**src/rtl/crm_pkg.sv**
```systemverilog
`default_nettype none

package crm_pkg;

  // configuration register indexes
  typedef enum logic [2:0] {
    REG_LOCKOUT     = 3'd0,
    REG_MAX_CPM     = 3'd1,
    REG_IDLE        = 3'd2,
    REG_WINDOW      = 3'd3,
    REG_CUT_LAMP    = 3'd4,
    REG_SECOND_LAMP = 3'd5
  } crm_reg_e;

  typedef enum logic [2:0] {
    S_IDLE,
    S_SEC,
    S_DIV,
    S_FIN,
    S_OUT
  } crm_state_e;

  localparam int APB_ADDR_W = 5;
  localparam int APB_DATA_W = 32;

  localparam int CFG_W    = 16;
  localparam int WINDOW_W = 20;
  localparam int RATE_W   = 16;
  localparam int COUNT_W  = 16;
  localparam int SEC_W    = 11;

  localparam logic [CFG_W-1:0]    LOCKOUT_RST     = 16'd300;
  localparam logic [CFG_W-1:0]    MAX_CPM_RST     = 16'd300;
  localparam logic [CFG_W-1:0]    IDLE_RST        = 16'd3000;
  localparam logic [WINDOW_W-1:0] WINDOW_RST      = 20'd60000;
  localparam logic [CFG_W-1:0]    CUT_LAMP_RST    = 16'd150;
  localparam logic [CFG_W-1:0]    SECOND_LAMP_RST = 16'd300;

  localparam logic [RATE_W-1:0] RATE_NUMER   = 16'd60000;
  localparam logic [CFG_W-1:0]  SECOND_MS    = 16'd1000;
  localparam logic [SEC_W-1:0]  IDLE_SECONDS = 11'd60;

  // divider: numerator up to 2*60000-1, divisor up to 60000
  localparam int DIV_NUM_W = 17;
  localparam int DIV_DEN_W = 16;
  localparam int DIV_CNT_W = $clog2(DIV_NUM_W);

  // ms to seconds: floor(x / 1000) = (x * SEC_RECIP) >> SEC_SHIFT, exact for x < 2**20
  localparam int                 SEC_RECIP_W = 21;
  localparam int                 SEC_SHIFT   = 30;
  localparam logic [SEC_RECIP_W-1:0] SEC_RECIP = 21'd1073742;

  typedef struct packed {
    logic                 start;
    logic [DIV_NUM_W-1:0] num;
    logic [DIV_DEN_W-1:0] den;
  } crm_div_req_t;

  typedef struct packed {
    logic              done;
    logic [RATE_W-1:0] quo;
  } crm_div_sts_t;

endpackage

`default_nettype wire

```
**src/rtl/crm_in_if.sv**
```systemverilog
`default_nettype none

interface crm_in_if;
  logic valid;
  logic ready;
  logic edge_seen;

  modport source (output valid, output edge_seen, input ready);
  modport sink   (input valid, input edge_seen, output ready);
endinterface

`default_nettype wire

```
**src/rtl/crm_out_if.sv**
```systemverilog
`default_nettype none

interface crm_out_if
  import crm_pkg::*;
();
  logic                valid;
  logic                ready;
  logic                cut_accepted;
  logic [RATE_W-1:0]   rate_now;
  logic [RATE_W-1:0]   rate_shown;
  logic [COUNT_W-1:0]  count_shown;
  logic [SEC_W-1:0]    seconds_shown;
  logic                running;
  logic                cut_lamp;
  logic                second_lamp;

  modport source (
    output valid, output cut_accepted, output rate_now, output rate_shown,
    output count_shown, output seconds_shown, output running, output cut_lamp,
    output second_lamp, input ready
  );
  modport sink (
    input valid, input cut_accepted, input rate_now, input rate_shown,
    input count_shown, input seconds_shown, input running, input cut_lamp,
    input second_lamp, output ready
  );
endinterface

`default_nettype wire

```
**src/rtl/crm_div.sv**
```systemverilog
`default_nettype none

// restoring divider, one quotient bit per cycle
module crm_div
  import crm_pkg::*;
(
  input  wire logic         clk_i,
  input  wire logic         rst_ni,
  input  wire crm_div_req_t req_i,
  output crm_div_sts_t      sts_o
);

  logic                 busy_q, busy_d;
  logic                 done_q, done_d;
  logic [DIV_CNT_W-1:0] cnt_q, cnt_d;
  logic [DIV_DEN_W-1:0] rem_q, rem_d;
  logic [DIV_NUM_W-1:0] quo_q, quo_d;
  logic [DIV_DEN_W-1:0] den_q, den_d;
  logic [DIV_DEN_W:0]   trial;
  logic [DIV_DEN_W:0]   diff;
  logic                 fits;

  assign trial = {rem_q, quo_q[DIV_NUM_W-1]};
  assign diff  = trial - {1'b0, den_q};
  assign fits  = trial >= {1'b0, den_q};

  always_comb begin
    busy_d = busy_q;
    done_d = 1'b0;
    cnt_d  = cnt_q;
    rem_d  = rem_q;
    quo_d  = quo_q;
    den_d  = den_q;
    if (req_i.start) begin
      busy_d = 1'b1;
      cnt_d  = DIV_CNT_W'(DIV_NUM_W - 1);
      rem_d  = '0;
      quo_d  = req_i.num;
      den_d  = req_i.den;
    end else if (busy_q) begin
      rem_d = fits ? diff[DIV_DEN_W-1:0] : trial[DIV_DEN_W-1:0];
      quo_d = {quo_q[DIV_NUM_W-2:0], fits};
      if (cnt_q == '0) begin
        busy_d = 1'b0;
        done_d = 1'b1;
      end else begin
        cnt_d = cnt_q - DIV_CNT_W'(1);
      end
    end
  end

  always_ff @(posedge clk_i or negedge rst_ni) begin
    if (!rst_ni) begin
      busy_q <= 1'b0;
      done_q <= 1'b0;
      cnt_q  <= '0;
    end else begin
      busy_q <= busy_d;
      done_q <= done_d;
      cnt_q  <= cnt_d;
    end
  end

  always_ff @(posedge clk_i) begin
    rem_q <= rem_d;
    quo_q <= quo_d;
    den_q <= den_d;
  end

  assign sts_o.done = done_q;
  assign sts_o.quo  = quo_q[RATE_W-1:0];

endmodule

`default_nettype wire

```
**src/rtl/cut_rate_meter_core.sv**
```systemverilog
`default_nettype none

// channel   dir  payload                                         request taken when
// in_i      in   edge_seen                                       valid & ready
// out_o     out  cut_accepted rate_now rate_shown count_shown    valid & ready
//                seconds_shown running cut_lamp second_lamp
// apb       in   six config registers at 4*index                 psel & penable & pwrite
//
// one request at a time: ready is low from acceptance until its result is taken
// tick without a cut: after acceptance the sequencer passes S_SEC and S_FIN, then offers out valid in S_OUT
// tick with a cut below 60001 ms period: S_DIV is added, waiting for the 17-step divider
// the seconds value is one registered 20x21 multiply in the cycle after acceptance
// reset (async, active low) loads the register defaults and clears all timers
// a stalled result holds in the output register and blocks the next request

module cut_rate_meter_core
  import crm_pkg::*;
#(
  parameter int TIME_WIDTH = 32
) (
  input  wire logic                  clk_i,
  input  wire logic                  rst_ni,
  crm_in_if.sink                     in_i,
  crm_out_if.source                  out_o,
  input  wire logic                  psel,
  input  wire logic                  penable,
  input  wire logic                  pwrite,
  input  wire logic [APB_ADDR_W-1:0] paddr,
  input  wire logic [APB_DATA_W-1:0] pwdata,
  output logic      [APB_DATA_W-1:0] prdata,
  output logic                       pready
);

  localparam int TW = TIME_WIDTH;
  localparam int CW = (TIME_WIDTH > WINDOW_W) ? TIME_WIDTH : WINDOW_W;

  // configuration
  logic [CFG_W-1:0]    lockout_q, max_cpm_q, idle_q, cut_lamp_ms_q, sec_lamp_ms_q;
  logic [WINDOW_W-1:0] window_q;
  crm_reg_e            reg_idx;

  // tick state
  logic [TW-1:0]      s_acc_q, s_cut_q, s_act_q, s_win_q, s_cl_q, s_sl_q;
  logic [TW-1:0]      s_acc_d, s_cut_d, s_act_d, s_win_d, s_cl_d, s_sl_d;
  logic [COUNT_W-1:0] wcount_q, wcount_d;
  logic               active_q, active_d;
  logic [RATE_W-1:0]  rate_hold_q;
  logic [COUNT_W-1:0] count_hold_q, count_hold_d;
  logic [SEC_W-1:0]   sec_hold_q, sec_hold_d;

  // per-request working registers
  crm_state_e          state_q, state_d;
  logic                cut_q, big_q, clear_q, sec_upd_q;
  logic [WINDOW_W-1:0] sec_num_q;
  logic [RATE_W-1:0]   per_q;
  logic [RATE_W-1:0]   rate_q;

  logic cut, big, timeout, sec_upd;
  logic [CW-1:0] win_ext, s_win_ext;
  logic [TW-1:0] sa, sc;
  logic in_acc, out_acc;

  logic in_ready, out_valid, div_start, sec_load, rate_load, fin;
  logic [WINDOW_W+SEC_RECIP_W-1:0] sec_prod;
  logic [RATE_W-1:0] rate_hold_fin;

  crm_div_req_t div_req;
  crm_div_sts_t div_sts;

  function automatic logic [TIME_WIDTH-1:0] tick_up(input logic [TIME_WIDTH-1:0] v);
    return (&v) ? v : v + TIME_WIDTH'(1);
  endfunction

  // apb register file
  assign pready  = 1'b1;
  assign reg_idx = crm_reg_e'(paddr[APB_ADDR_W-1:2]);

  always_comb begin
    case (reg_idx)
      REG_LOCKOUT:     prdata = APB_DATA_W'(lockout_q);
      REG_MAX_CPM:     prdata = APB_DATA_W'(max_cpm_q);
      REG_IDLE:        prdata = APB_DATA_W'(idle_q);
      REG_WINDOW:      prdata = APB_DATA_W'(window_q);
      REG_CUT_LAMP:    prdata = APB_DATA_W'(cut_lamp_ms_q);
      REG_SECOND_LAMP: prdata = APB_DATA_W'(sec_lamp_ms_q);
      default:         prdata = '0;
    endcase
  end

  always_ff @(posedge clk_i or negedge rst_ni) begin
    if (!rst_ni) begin
      lockout_q     <= LOCKOUT_RST;
      max_cpm_q     <= MAX_CPM_RST;
      idle_q        <= IDLE_RST;
      window_q      <= WINDOW_RST;
      cut_lamp_ms_q <= CUT_LAMP_RST;
      sec_lamp_ms_q <= SECOND_LAMP_RST;
    end else if (psel && penable && pwrite && pready) begin
      case (reg_idx)
        REG_LOCKOUT:     lockout_q     <= pwdata[CFG_W-1:0];
        REG_MAX_CPM:     max_cpm_q     <= pwdata[CFG_W-1:0];
        REG_IDLE:        idle_q        <= pwdata[CFG_W-1:0];
        REG_WINDOW:      window_q      <= pwdata[WINDOW_W-1:0];
        REG_CUT_LAMP:    cut_lamp_ms_q <= pwdata[CFG_W-1:0];
        REG_SECOND_LAMP: sec_lamp_ms_q <= pwdata[CFG_W-1:0];
        default: ;
      endcase
    end
  end

  // one millisecond tick, all counters advance before the edge is looked at
  assign win_ext   = CW'(window_q);
  assign s_win_ext = CW'(s_win_d);

  always_comb begin
    sa       = tick_up(s_acc_q);
    sc       = tick_up(s_cut_q);
    s_acc_d  = sa;
    s_cut_d  = sc;
    s_act_d  = tick_up(s_act_q);
    s_win_d  = tick_up(s_win_q);
    s_cl_d   = tick_up(s_cl_q);
    s_sl_d   = tick_up(s_sl_q);
    wcount_d = wcount_q;
    active_d = active_q;
    count_hold_d = count_hold_q;
    sec_hold_d   = sec_hold_q;
    timeout  = 1'b0;
    sec_upd  = 1'b0;

    cut = in_i.edge_seen && (sa > TW'(lockout_q));
    big = sc > TW'(RATE_NUMER);

    if (cut) begin
      s_acc_d  = '0;
      s_cut_d  = '0;
      s_act_d  = '0;
      s_cl_d   = '0;
      active_d = 1'b1;
      if (wcount_q != '1) begin
        wcount_d = wcount_q + COUNT_W'(1);
      end
      count_hold_d = wcount_d;
    end

    if (active_d && (s_act_d >= TW'(idle_q))) begin
      timeout      = 1'b1;
      active_d     = 1'b0;
      count_hold_d = '0;
      sec_hold_d   = IDLE_SECONDS;
    end

    if (active_d && (CW'(s_win_d) <= win_ext)) begin
      if (s_sl_d >= TW'(SECOND_MS)) begin
        s_sl_d  = '0;
        sec_upd = 1'b1;
      end
    end else begin
      wcount_d = '0;
      s_win_d  = '0;
    end
  end

  assign in_acc  = in_i.valid && in_i.ready;
  assign out_acc = out_o.valid && out_o.ready;

  // sequencer
  always_comb begin
    state_d = state_q;
    unique case (state_q)
      S_IDLE: if (in_acc) state_d = S_SEC;
      S_SEC:  state_d = (cut_q && !big_q) ? S_DIV : S_FIN;
      S_DIV:  if (div_sts.done) state_d = S_FIN;
      S_FIN:  state_d = S_OUT;
      S_OUT:  if (out_acc) state_d = S_IDLE;
      default: state_d = S_IDLE;
    endcase
  end

  always_comb begin
    in_ready  = 1'b0;
    out_valid = 1'b0;
    div_start = 1'b0;
    sec_load  = 1'b0;
    rate_load = 1'b0;
    fin       = 1'b0;
    unique case (state_q)
      S_IDLE: in_ready = 1'b1;
      S_SEC: begin
        div_start = cut_q && !big_q;
        sec_load  = sec_upd_q;
      end
      S_DIV:  rate_load = div_sts.done;
      S_FIN:  fin = 1'b1;
      S_OUT:  out_valid = 1'b1;
      default: ;
    endcase
  end

  assign in_i.ready = in_ready;

  always_ff @(posedge clk_i or negedge rst_ni) begin
    if (!rst_ni) begin
      state_q <= S_IDLE;
    end else begin
      state_q <= state_d;
    end
  end

  // divider: ceil(60000 / p) = (60000 + p - 1) / p
  assign div_req.start = div_start;
  assign div_req.num   = {1'b0, RATE_NUMER} + {1'b0, per_q} - DIV_NUM_W'(1);
  assign div_req.den   = per_q;

  crm_div u_div (
    .clk_i  (clk_i),
    .rst_ni (rst_ni),
    .req_i  (div_req),
    .sts_o  (div_sts)
  );

  assign sec_prod = sec_num_q * SEC_RECIP;

  assign rate_hold_fin = (cut_q && !clear_q && (rate_q < max_cpm_q)) ? rate_q : rate_hold_q;

  always_ff @(posedge clk_i or negedge rst_ni) begin
    if (!rst_ni) begin
      s_acc_q      <= '0;
      s_cut_q      <= '0;
      s_act_q      <= '0;
      s_win_q      <= '0;
      s_cl_q       <= '0;
      s_sl_q       <= '0;
      wcount_q     <= '0;
      active_q     <= 1'b0;
      rate_hold_q  <= '0;
      count_hold_q <= '0;
      sec_hold_q   <= '0;
    end else begin
      if (in_acc) begin
        s_acc_q      <= s_acc_d;
        s_cut_q      <= s_cut_d;
        s_act_q      <= s_act_d;
        s_win_q      <= s_win_d;
        s_cl_q       <= s_cl_d;
        s_sl_q       <= s_sl_d;
        wcount_q     <= wcount_d;
        active_q     <= active_d;
        count_hold_q <= count_hold_d;
        sec_hold_q   <= sec_hold_d;
        if (timeout) begin
          rate_hold_q <= '0;
        end
      end
      if (sec_load) begin
        sec_hold_q <= sec_prod[SEC_SHIFT+SEC_W-1:SEC_SHIFT];
      end
      if (fin) begin
        rate_hold_q <= rate_hold_fin;
      end
    end
  end

  // working registers, payload only
  always_ff @(posedge clk_i) begin
    if (in_acc) begin
      cut_q     <= cut;
      big_q     <= big;
      clear_q   <= timeout;
      sec_upd_q <= sec_upd;
      sec_num_q <= s_win_ext[WINDOW_W-1:0];
      per_q     <= sc[RATE_W-1:0];
      rate_q    <= (cut && big) ? RATE_W'(1) : '0;
    end else if (rate_load) begin
      rate_q <= div_sts.quo;
    end
  end

  // output register
  logic               o_cut_q, o_run_q, o_cl_q, o_sl_q;
  logic [RATE_W-1:0]  o_rate_q, o_shown_q;
  logic [COUNT_W-1:0] o_count_q;
  logic [SEC_W-1:0]   o_sec_q;

  always_ff @(posedge clk_i) begin
    if (fin) begin
      o_cut_q   <= cut_q;
      o_rate_q  <= rate_q;
      o_shown_q <= rate_hold_fin;
      o_count_q <= count_hold_q;
      o_sec_q   <= sec_hold_q;
      o_run_q   <= active_q;
      o_cl_q    <= s_cl_q < TW'(cut_lamp_ms_q);
      o_sl_q    <= s_sl_q < TW'(sec_lamp_ms_q);
    end
  end

  assign out_o.valid         = out_valid;
  assign out_o.cut_accepted  = o_cut_q;
  assign out_o.rate_now      = o_rate_q;
  assign out_o.rate_shown    = o_shown_q;
  assign out_o.count_shown   = o_count_q;
  assign out_o.seconds_shown = o_sec_q;
  assign out_o.running       = o_run_q;
  assign out_o.cut_lamp      = o_cl_q;
  assign out_o.second_lamp   = o_sl_q;

endmodule

`default_nettype wire

```
**src/flat_wrapper.sv**
```systemverilog
// flat-port wrapper written by rule: the top's interface ports become plain ports
module cut_rate_meter_core_flat import crm_pkg::*;
#(
  parameter int TIME_WIDTH = 32
)
  (clk_i, rst_ni, psel, penable, pwrite, paddr, pwdata, prdata, pready, in_i_valid, in_i_edge_seen, in_i_ready, out_o_valid, out_o_cut_accepted, out_o_rate_now, out_o_rate_shown, out_o_count_shown, out_o_seconds_shown, out_o_running, out_o_cut_lamp, out_o_second_lamp, out_o_ready);
  crm_in_if in_i_i ();
  crm_out_if out_o_i ();
  input  wire logic clk_i;
  input  wire logic rst_ni;
  input  wire logic psel;
  input  wire logic penable;
  input  wire logic pwrite;
  input  wire logic [APB_ADDR_W-1:0] paddr;
  input  wire logic [APB_DATA_W-1:0] pwdata;
  output logic      [APB_DATA_W-1:0] prdata;
  output logic pready;
  input wire logic [$bits(in_i_i.valid)-1:0] in_i_valid;
  input wire logic [$bits(in_i_i.edge_seen)-1:0] in_i_edge_seen;
  output wire logic [$bits(in_i_i.ready)-1:0] in_i_ready;
  output wire logic [$bits(out_o_i.valid)-1:0] out_o_valid;
  output wire logic [$bits(out_o_i.cut_accepted)-1:0] out_o_cut_accepted;
  output wire logic [$bits(out_o_i.rate_now)-1:0] out_o_rate_now;
  output wire logic [$bits(out_o_i.rate_shown)-1:0] out_o_rate_shown;
  output wire logic [$bits(out_o_i.count_shown)-1:0] out_o_count_shown;
  output wire logic [$bits(out_o_i.seconds_shown)-1:0] out_o_seconds_shown;
  output wire logic [$bits(out_o_i.running)-1:0] out_o_running;
  output wire logic [$bits(out_o_i.cut_lamp)-1:0] out_o_cut_lamp;
  output wire logic [$bits(out_o_i.second_lamp)-1:0] out_o_second_lamp;
  input wire logic [$bits(out_o_i.ready)-1:0] out_o_ready;
  assign in_i_i.valid = in_i_valid;
  assign in_i_i.edge_seen = in_i_edge_seen;
  assign in_i_ready = in_i_i.ready;
  assign out_o_valid = out_o_i.valid;
  assign out_o_cut_accepted = out_o_i.cut_accepted;
  assign out_o_rate_now = out_o_i.rate_now;
  assign out_o_rate_shown = out_o_i.rate_shown;
  assign out_o_count_shown = out_o_i.count_shown;
  assign out_o_seconds_shown = out_o_i.seconds_shown;
  assign out_o_running = out_o_i.running;
  assign out_o_cut_lamp = out_o_i.cut_lamp;
  assign out_o_second_lamp = out_o_i.second_lamp;
  assign out_o_i.ready = out_o_ready;
  cut_rate_meter_core #(.TIME_WIDTH(TIME_WIDTH)) u_core (.clk_i(clk_i), .rst_ni(rst_ni), .in_i(in_i_i), .out_o(out_o_i), .psel(psel), .penable(penable), .pwrite(pwrite), .paddr(paddr), .pwdata(pwdata), .prdata(prdata), .pready(pready));
endmodule
```
**config.mk**
```make
export PLATFORM = sky130hd
export DESIGN_NAME = cut_rate_meter_core_flat
export DESIGN_NICKNAME = d
export VERILOG_FILES = /design/src/rtl/crm_pkg.sv /design/src/rtl/crm_in_if.sv /design/src/rtl/crm_out_if.sv /design/src/rtl/crm_div.sv /design/src/rtl/cut_rate_meter_core.sv /design/src/flat_wrapper.sv
export SDC_FILE = /design/constraint.sdc
export NUM_CORES = 2
export LEC_CHECK = 0
export BUFFER_PORTS_ARGS = -buffer_cell sky130_fd_sc_hd__buf_2
export CAP_MARGIN = 20
export CORE_ASPECT_RATIO = 0.6
export CORE_MARGIN = 3
export CORE_UTILIZATION = 29
export CTS_BUF_LIST = sky130_fd_sc_hd__clkbuf_8
export CTS_CLUSTER_SIZE = 30
export DETAILED_ROUTE_END_ITERATION = 8
export PLACE_DENSITY = 0.48
export SLEW_MARGIN = 10
export SYNTH_ARGS = -nofsm -noshare
export SYNTH_HDL_FRONTEND = slang
export SYNTH_SLANG_ARGS = --single-unit
```
**constraint.sdc**
```tcl
create_clock -name clk_i -period 7.7 [get_ports clk_i]
set_input_delay 0 -clock clk_i [delete_from_list [all_inputs] [get_ports clk_i]]
set_output_delay 0 -clock clk_i [all_outputs]
set_load 0.02 [all_outputs]
```
# Yosys cells after proc, flatten, opt, wreduce, memory -nomap -nowiden
# Index checks and enable logic that the tools add are counted.
classes:
  addsub: 11
  mul: 1
  magnitude_cmp: 9
  n_eq_ne: 16
  muxes: 55
  n_reduce_logical: 42
ops:
  columns: ["operator", "n"]
  rows:
  - ["2-to-1 mux 32 bit", 13]
  - ["adder 32 x 1 -> 32 bit (second input constant)", 6]
  - ["AND reduction 32 bit", 6]
  - ["2-to-1 mux 16 bit", 11]
  - ["case mux 20 bit (6 select lines)", 1]
  - ["< comparator 32 x 16 -> 1 bit", 2]
  - ["multiplier 20 x 20 -> 40 bit (second input constant)", 1]
  - ["2-to-1 mux 17 bit", 2]
  - ["2-to-1 mux 11 bit", 3]
  - ["greater-or-equal comparator 32 x 10 -> 1 bit (second input constant)", 1]
  - ["greater-or-equal comparator 32 x 16 -> 1 bit", 1]
  - ["greater-than comparator 32 x 16 -> 1 bit", 1]
  - ["greater-than comparator 32 x 16 -> 1 bit (second input constant)", 1]
  - ["less-or-equal comparator 32 x 20 -> 1 bit", 1]
  - ["AND reduction 2 bit", 12]
  - ["2-to-1 mux 1 bit", 18]
  - ["adder 16 x 16 -> 17 bit (first input constant)", 1]
  - ["greater-or-equal comparator 17 x 16 -> 1 bit", 1]
  - ["subtractor 17 x 1 -> 17 bit (second input constant)", 1]
  - ["adder 16 x 1 -> 16 bit (second input constant)", 1]
  - ["< comparator 16 bit", 1]
  - ["inequality test 16 bit (second input constant)", 1]
  - ["subtractor 16 bit", 1]
  - ["2-to-1 mux 5 bit", 3]
  - ["other kinds (14)", 44]
totals:
  register_bits: 530
  inputBits: 45
  output_inout_bits: 98
  word_cells: 173

# Longest topological paths before layout
depth:
  word_depth: 11
  depth_mapped: 37
  depth_no_buf: 30

# Hierarchy
# From an unflattened synthesis, not the netlist that was laid out.
unflattened:
  hier_cells: 3751
  hier_area_um2: 35352.7
by_module_without_submodules:
  columns: ["mod", "instances", "cells_each", "area_per_inst_um2", "seq_area_each_um2"]
  rows:
  - ["cut_rate_meter_core", 1, 3404, 31776.7, 12494.5]
  - ["crm_div", 1, 347, 3575.9, 1486.4]

# Worst setup path after synthesis
# OpenSTA, ideal clock, no wires.
synth_path:
  path_kind: "register to register"
  from: "register u_core.s_acc_q[17]"
  to: "register u_core.s_sl_q[3]"
  arrival_ns: 7.358
  required_time_ns: 7.579
  setup_slack_ns: 0.221
  stages_incl_launch_ff: 38
  synth_period_minus_slack_ns: 7.479
  path_cell_list: "dfrtp_1 > buf_2 > and3_1 > buf_4 > and3_1 > buf_2 > nand4_1 > nand3_1 > or2_2 > clkbuf_1 > nor2_1 > and4_1 > xor2_1 > ha_1 > a21oi_1 > nand2_1 > a21oi_1 > o211a_1 > [... 2 more ...] > o21ai_4 > inv_2 > buf_6 > clkbuf_1 > clkbuf_1 > nor2_1 > ha_1 > o21ai_0 > a21o_1 > a21oi_1 > o31a_1 > a2111oi_0 > and3_1 > nand4_1 > a211oi_4 > buf_6 > o21ai_2 > a22o_1"
synth_via:
  elab_chain_cells: 10
  elab_cells_between_ends: 12
  cone_classes: "add/sub (1); order compare (2); mux (5); reduce/logical (4)"
synth_rtl:
  columns: ["element", "line_no", "source"]
  rows:
  - ["start: declaration", "cut_rate_meter_core.sv:43", "logic [TW-1:0] s_acc_q, s_cut_q, s_act_q, s_win_q, s_cl_q, s_sl_q;"]
  - ["start signal: assignment", "cut_rate_meter_core.sv:228", "s_acc_q <= '0;"]
  - ["start signal: assignment", "cut_rate_meter_core.sv:241", "s_acc_q <= s_acc_d;"]
  - ["adder 32 x 1 -> 32 bit or AND reduction 32 bit (tied branches)", "cut_rate_meter_core.sv:71", "return (&v) ? v : v + TIME_WIDTH'(1);"]
  - ["2-to-1 mux 32 bit (*)", "cut_rate_meter_core.sv:71", null]
  - ["greater-than comparator 32 x 16 -> 1 bit (*)", "cut_rate_meter_core.sv:131", "cut = in_i.edge_seen && (sa > TW'(lockout_q));"]
  - ["logical AND 1 bit (*)", "cut_rate_meter_core.sv:131", null]
  - ["via u_core.cut", "cut_rate_meter_core.sv:58", "logic cut, big, timeout, sec_upd;"]
  - ["2-to-1 mux 32 bit (*)", "cut_rate_meter_core.sv:134", "if (cut) begin"]
  - ["via u_core.s_act_d[2]", "cut_rate_meter_core.sv:44", "logic [TW-1:0] s_acc_d, s_cut_d, s_act_d, s_win_d, s_cl_d, s_sl_d;"]
  - ["greater-or-equal comparator 32 x 16 -> 1 bit (*)", "cut_rate_meter_core.sv:146", "if (active_d && (s_act_d >= TW'(idle_q))) begin"]
  - ["logical AND 1 bit (*)", "cut_rate_meter_core.sv:146", null]
  - ["2-to-1 mux 1 bit (*)", "cut_rate_meter_core.sv:146", null]
  - ["logical AND 1 bit (*)", "cut_rate_meter_core.sv:153", "if (active_d && (CW'(s_win_d) <= win_ext)) begin"]
  - ["2-to-1 mux 32 bit (*)", "cut_rate_meter_core.sv:153", null]
  - ["end signal: assignment", "cut_rate_meter_core.sv:246", "s_sl_q <= s_sl_d;"]
  - ["end: declaration", "cut_rate_meter_core.sv:43", null]
# Mark *: on every way through the listed nets, which the timed path passes. The rest lies on a longest branch.
# A chain may end at the register's enable or synchronous reset.

# Final worst setup path
layout_path:
  from: "register u_core.s_acc_q[20]"
  to: "register u_core.s_sl_q[10]"
layout_via:
  elab_chain_cells: 10
  elab_cells_between_ends: 12
  cone_classes: "add/sub (1); order compare (2); mux (5); reduce/logical (4)"
layout_rtl:
  columns: ["element", "line_no"]
  rows:
  - ["adder 32 x 1 -> 32 bit or AND reduction 32 bit (tied branches)", "cut_rate_meter_core.sv:71"]
  - ["2-to-1 mux 32 bit (*)", "cut_rate_meter_core.sv:71"]
  - ["greater-than comparator 32 x 16 -> 1 bit (*)", "cut_rate_meter_core.sv:131"]
  - ["logical AND 1 bit (*)", "cut_rate_meter_core.sv:131"]
  - ["2-to-1 mux 32 bit (*)", "cut_rate_meter_core.sv:134"]
  - ["via u_core.s_act_d[2]", "cut_rate_meter_core.sv:44"]
  - ["greater-or-equal comparator 32 x 16 -> 1 bit (*)", "cut_rate_meter_core.sv:146"]
  - ["logical AND 1 bit (*)", "cut_rate_meter_core.sv:146"]
  - ["2-to-1 mux 1 bit (*)", "cut_rate_meter_core.sv:146"]
  - ["logical AND 1 bit (*)", "cut_rate_meter_core.sv:153"]
  - ["2-to-1 mux 32 bit (*)", "cut_rate_meter_core.sv:153"]
# Marks and branches as above.

==> results by group <==
Final layout
  • Ratio of cells with drive above 1 in the final layout: 0.110
  • Non-filler cells, final: 5396
  • Post-layout util: 0.336
  • Nets: 4173
  • P&R area growth vs syn: 13.4%

Clock tree
  • Htree depth: 3
  • Worst-path clk slew: 0.07 ns
  • Clk sinks: 530
  • TritonCTS clock tree: done
  • Later-pin clock latency in the skew report: 0.78 ns
  • Clock buffer depth: 3
  • TritonCTS Buffers: 90
  • Clock root buffer: clkbuf_8

Synth
  • Cell variety after synth: 98
  • FF+latch count, synth: 530
  • Main area contributors after synthesis: dfrtp_1 24%, edfxtp_1 13%, ha_1 11%
  • Most frequent cell after synthesis: nand2_1
  • Sequential cell area fraction in the yosys report: 0.408
  • Number of warnings issued by yosys: 0
  • Asr flop ratio synth: 0.683
  • Top FF cell, synth: dfrtp_1
  • EDFF count, synth: 152
  • Area share of the largest cell type after synthesis: 0.243
  • Yosys top cell by area: dfrtp_1
  • Synthesized netlist cell count: 3619
  • Top post-synthesis cells by count: 421 x nand2_1, 345 x inv_1, 332 x dfrtp_1
  • Post-synthesis cell area: 0.0342 mm2
  • Mean post-synth cell area: 9.46 um2

Setup path
  • FF-to-FF setup slack: 0.55 ns
  • Crit-path max cell delay: 0.49 ns
  • Most frequent CP cell: buf_4
  • RR Startpoint: u_core.s_acc_q[20]
  • Crit. End Element: flop
  • Critical path origin: u_core.s_acc_q[20]
  • Crit Path Class: flop to flop
  • R2R depth: 32
  • Worst-path fanout max: 22
  • Worst r2r dst: u_core.s_sl_q[10]
  • Type of origin of the critical path: flop
  • Crit path capture: u_core.s_sl_q[10]
  • Critical Path AT: 7.80 ns
  • Required @ worst endpoint: 8.35 ns
  • Slowest CP cell: or4_1

Detailed routing
  • First-pass DRT Iterations: 5
  • Vias per cell: 5.01
  • DRC viols: 0
  • Drt total wl: 105000 um
  • WL/cell: 19.5 um
  • Via count: 27000
  • Detail Route Antenna Nets: 0
  • Initial DRC count: 2289

Floorplanning
  • Core area: 0.116 mm2
  • Die height: 272 um
  • Row count: 96
  • Initial cell density of the core: 0.296
  • Horiz. Die Dim: 450 um
  • Full die area: 0.122 mm2
  • I/O pin count: 143

Pwr
  • Logic gate share of total power: 0.567
  • NetSw: 7.05 mW
  • Power Density: 406 mW/mm2
  • Sw Share: 0.448
  • Clock power share: 0.173
  • Worst VDD drop: 0.478 mV
  • Share of power burned in registers: 0.260
  • Leak Pwr: 17.3 nW
  • P_int: 8.70 mW

Placed design
  • Placed Cells: 5187
  • Port bufs: 115
  • Gpl congestion: 0.887
  • DP HPWL: 76400 um

Status
  • Run status: complete, no violations

GRT
  • Vias in the first global route: 25800
  • First-pass GRT wire length: 163000 um
  • Pin count of the biggest net entering global routing: 148
  • Initial antenna violation count: 5
  • Total GRT Usage: 0.171
  • Grt total ovfl: 0

Timing
  • Final Hold Fails: 0
  • Max Slew Vio Count: 0
  • Clk_skew: 0.0538 ns
  • Relative slew margins: 0.312
  • Final setup violation count: 0
  • Final setup TNS: 0 ns
  • Unrepaired setup endpoints after global routing: false
  • Final worst path period share: 0.929
  • Worst-Margin Slew: 1.03 ns
  • Tmin final: 7.15 ns
  • F_max: 0.140 GHz

Flow run
  • Max-cap viol count: 0

Min path
  • Hold crit path type: primary input to flop
## routing by layer
metal | vias to the layer above | share of wire | global-route usage
met1 | 13200 | 0.54 | 0.276
met2 | 727 | 0.38 | 0.225
met3 | 115 | 0.067 | 0.0363
met4 | 2 | 0.016 | 0.0369
met5 | - | 0.00012 | 0
li1 | 13000 | - | -
## area by class of cell
class                   instances  area [um2]
flip-flops and latches        530       14000
well taps                    1568        1960
clock buffers                 108        1490
multi-input cells            2575       18300
diodes                          2        5.00
repair buffers                205        1420
fillers                     11900       76800
clock inverters                60         397
inverters                     348        1310
## layout by cell type, fill, tap and decap left out, types with 34 or more instances in the layout
master,count
nand2_1,420
inv_1,371
dfrtp_1,331
o21ai_0,298
ha_1,292
nor2_1,229
edfxtp_1,152
a21oi_1,115
buf_2,114
clkbuf_8,108
nand3_1,107
fa_1,86
nand4_1,81
xor2_1,81
xnor2_1,70
o31ai_1,70
and2_1,60
and3_1,58
a21o_1,58
nor3_1,53
buf_4,48
a22o_1,36
dlygate4sd3_1,36
nor4_1,34
## timing repair
| action | CTS | global route |
|---|---|---|
| hold endpoints to repair | 481 | 0 |
| endpoints found under the setup margin | 0 | 114 |
| hold buffers | 37 | 0 |
| buffers inserted | 0 | 1 |
| gates resized for setup | 0 | 9 |
## registers in the layout (all words and copies together), names as in the netlist, 17 cells and up
signal and count:
u_core.s_cut_q 32, u_core.s_win_q 32, u_core.window_q 20, u_core.s_act_q 32
u_core.s_acc_q 32, u_core.sec_num_q 20, u_core.s_cl_q 32, u_core.u_div.quo_q 17
u_core.s_sl_q 32
## power by group through the flow
stage / Combinational, mW / Sequential [mW] / Clock, mW
2_1_floorplan: 6.28 / 4.01 / 0
3_3_place_gp: 8.79 / 4.14 / 0
3_5_place_dp: 8.84 / 4.14 / 0
4_1_cts: 8.99 / 4.09 / 2.85
5_1_grt: 10.4 / 4.17 / 2.97
6_report: 8.93 / 4.10 / 2.73
## metrics by stage
| step | setup slack [ns] | instance area [um2] | power, mW | hold slack, ns |
|---|---|---|---|---|
| floorplan | 0.221 | 34300 | 10.3 | -0.296 |
| global placement | 0.312 | 36500 | 12.9 | -0.0427 |
| detailed placement | 0.220 | 36500 | 13.0 | -0.0319 |
| finish | 0.550 | 38800 | 15.8 | 0.104 |
| global route | 0.0445 | 38800 | 17.5 | 0.0551 |
| CTS | 0.185 | 38700 | 15.9 | 0.0103 |
## critical path: cells and delay by family (launching register included)
family	cells	cell delay, ns
AOI/OAI and AO/OA	12	2.09
adders and majority gates	2	0.53
xor gates and xnor gates	1	0.29
buffers and inverters	5	0.85
and+or+nand+nor	12	2.79
DFF	1	0.44
## worst min-delay path by stage
stage	startpoint	slack (ns)	depth (start not counted)	to
final	pwdata[13]	0.10	4	u_core.window_q[13]
after global placement	rst_ni	-0.04	1	u_core.count_hold_q[14]
after detailed placement	rst_ni	-0.03	1	u_core.count_hold_q[14]
after CTS	pwdata[13]	0.01	4	u_core.window_q[13]
after floorplan	rst_ni	-0.30	0	u_core.active_q
after global routing	pwdata[4]	0.06	4	u_core.idle_q[4]
## cell families after synthesis
kind of cell               Yosys count  share of synthesized area
and+or+nand+nor                   1199                      0.171
AOI/OAI and AO/OA                  789                      0.148
DFF                                530                      0.408
buffers and inverters              525                     0.0618
adders and majority gates          378                      0.157
xor gates and xnor gates           151                     0.0386
muxes                               45                     0.0142
other                                2                   0.000219
(Power assumes the default switching activity.)
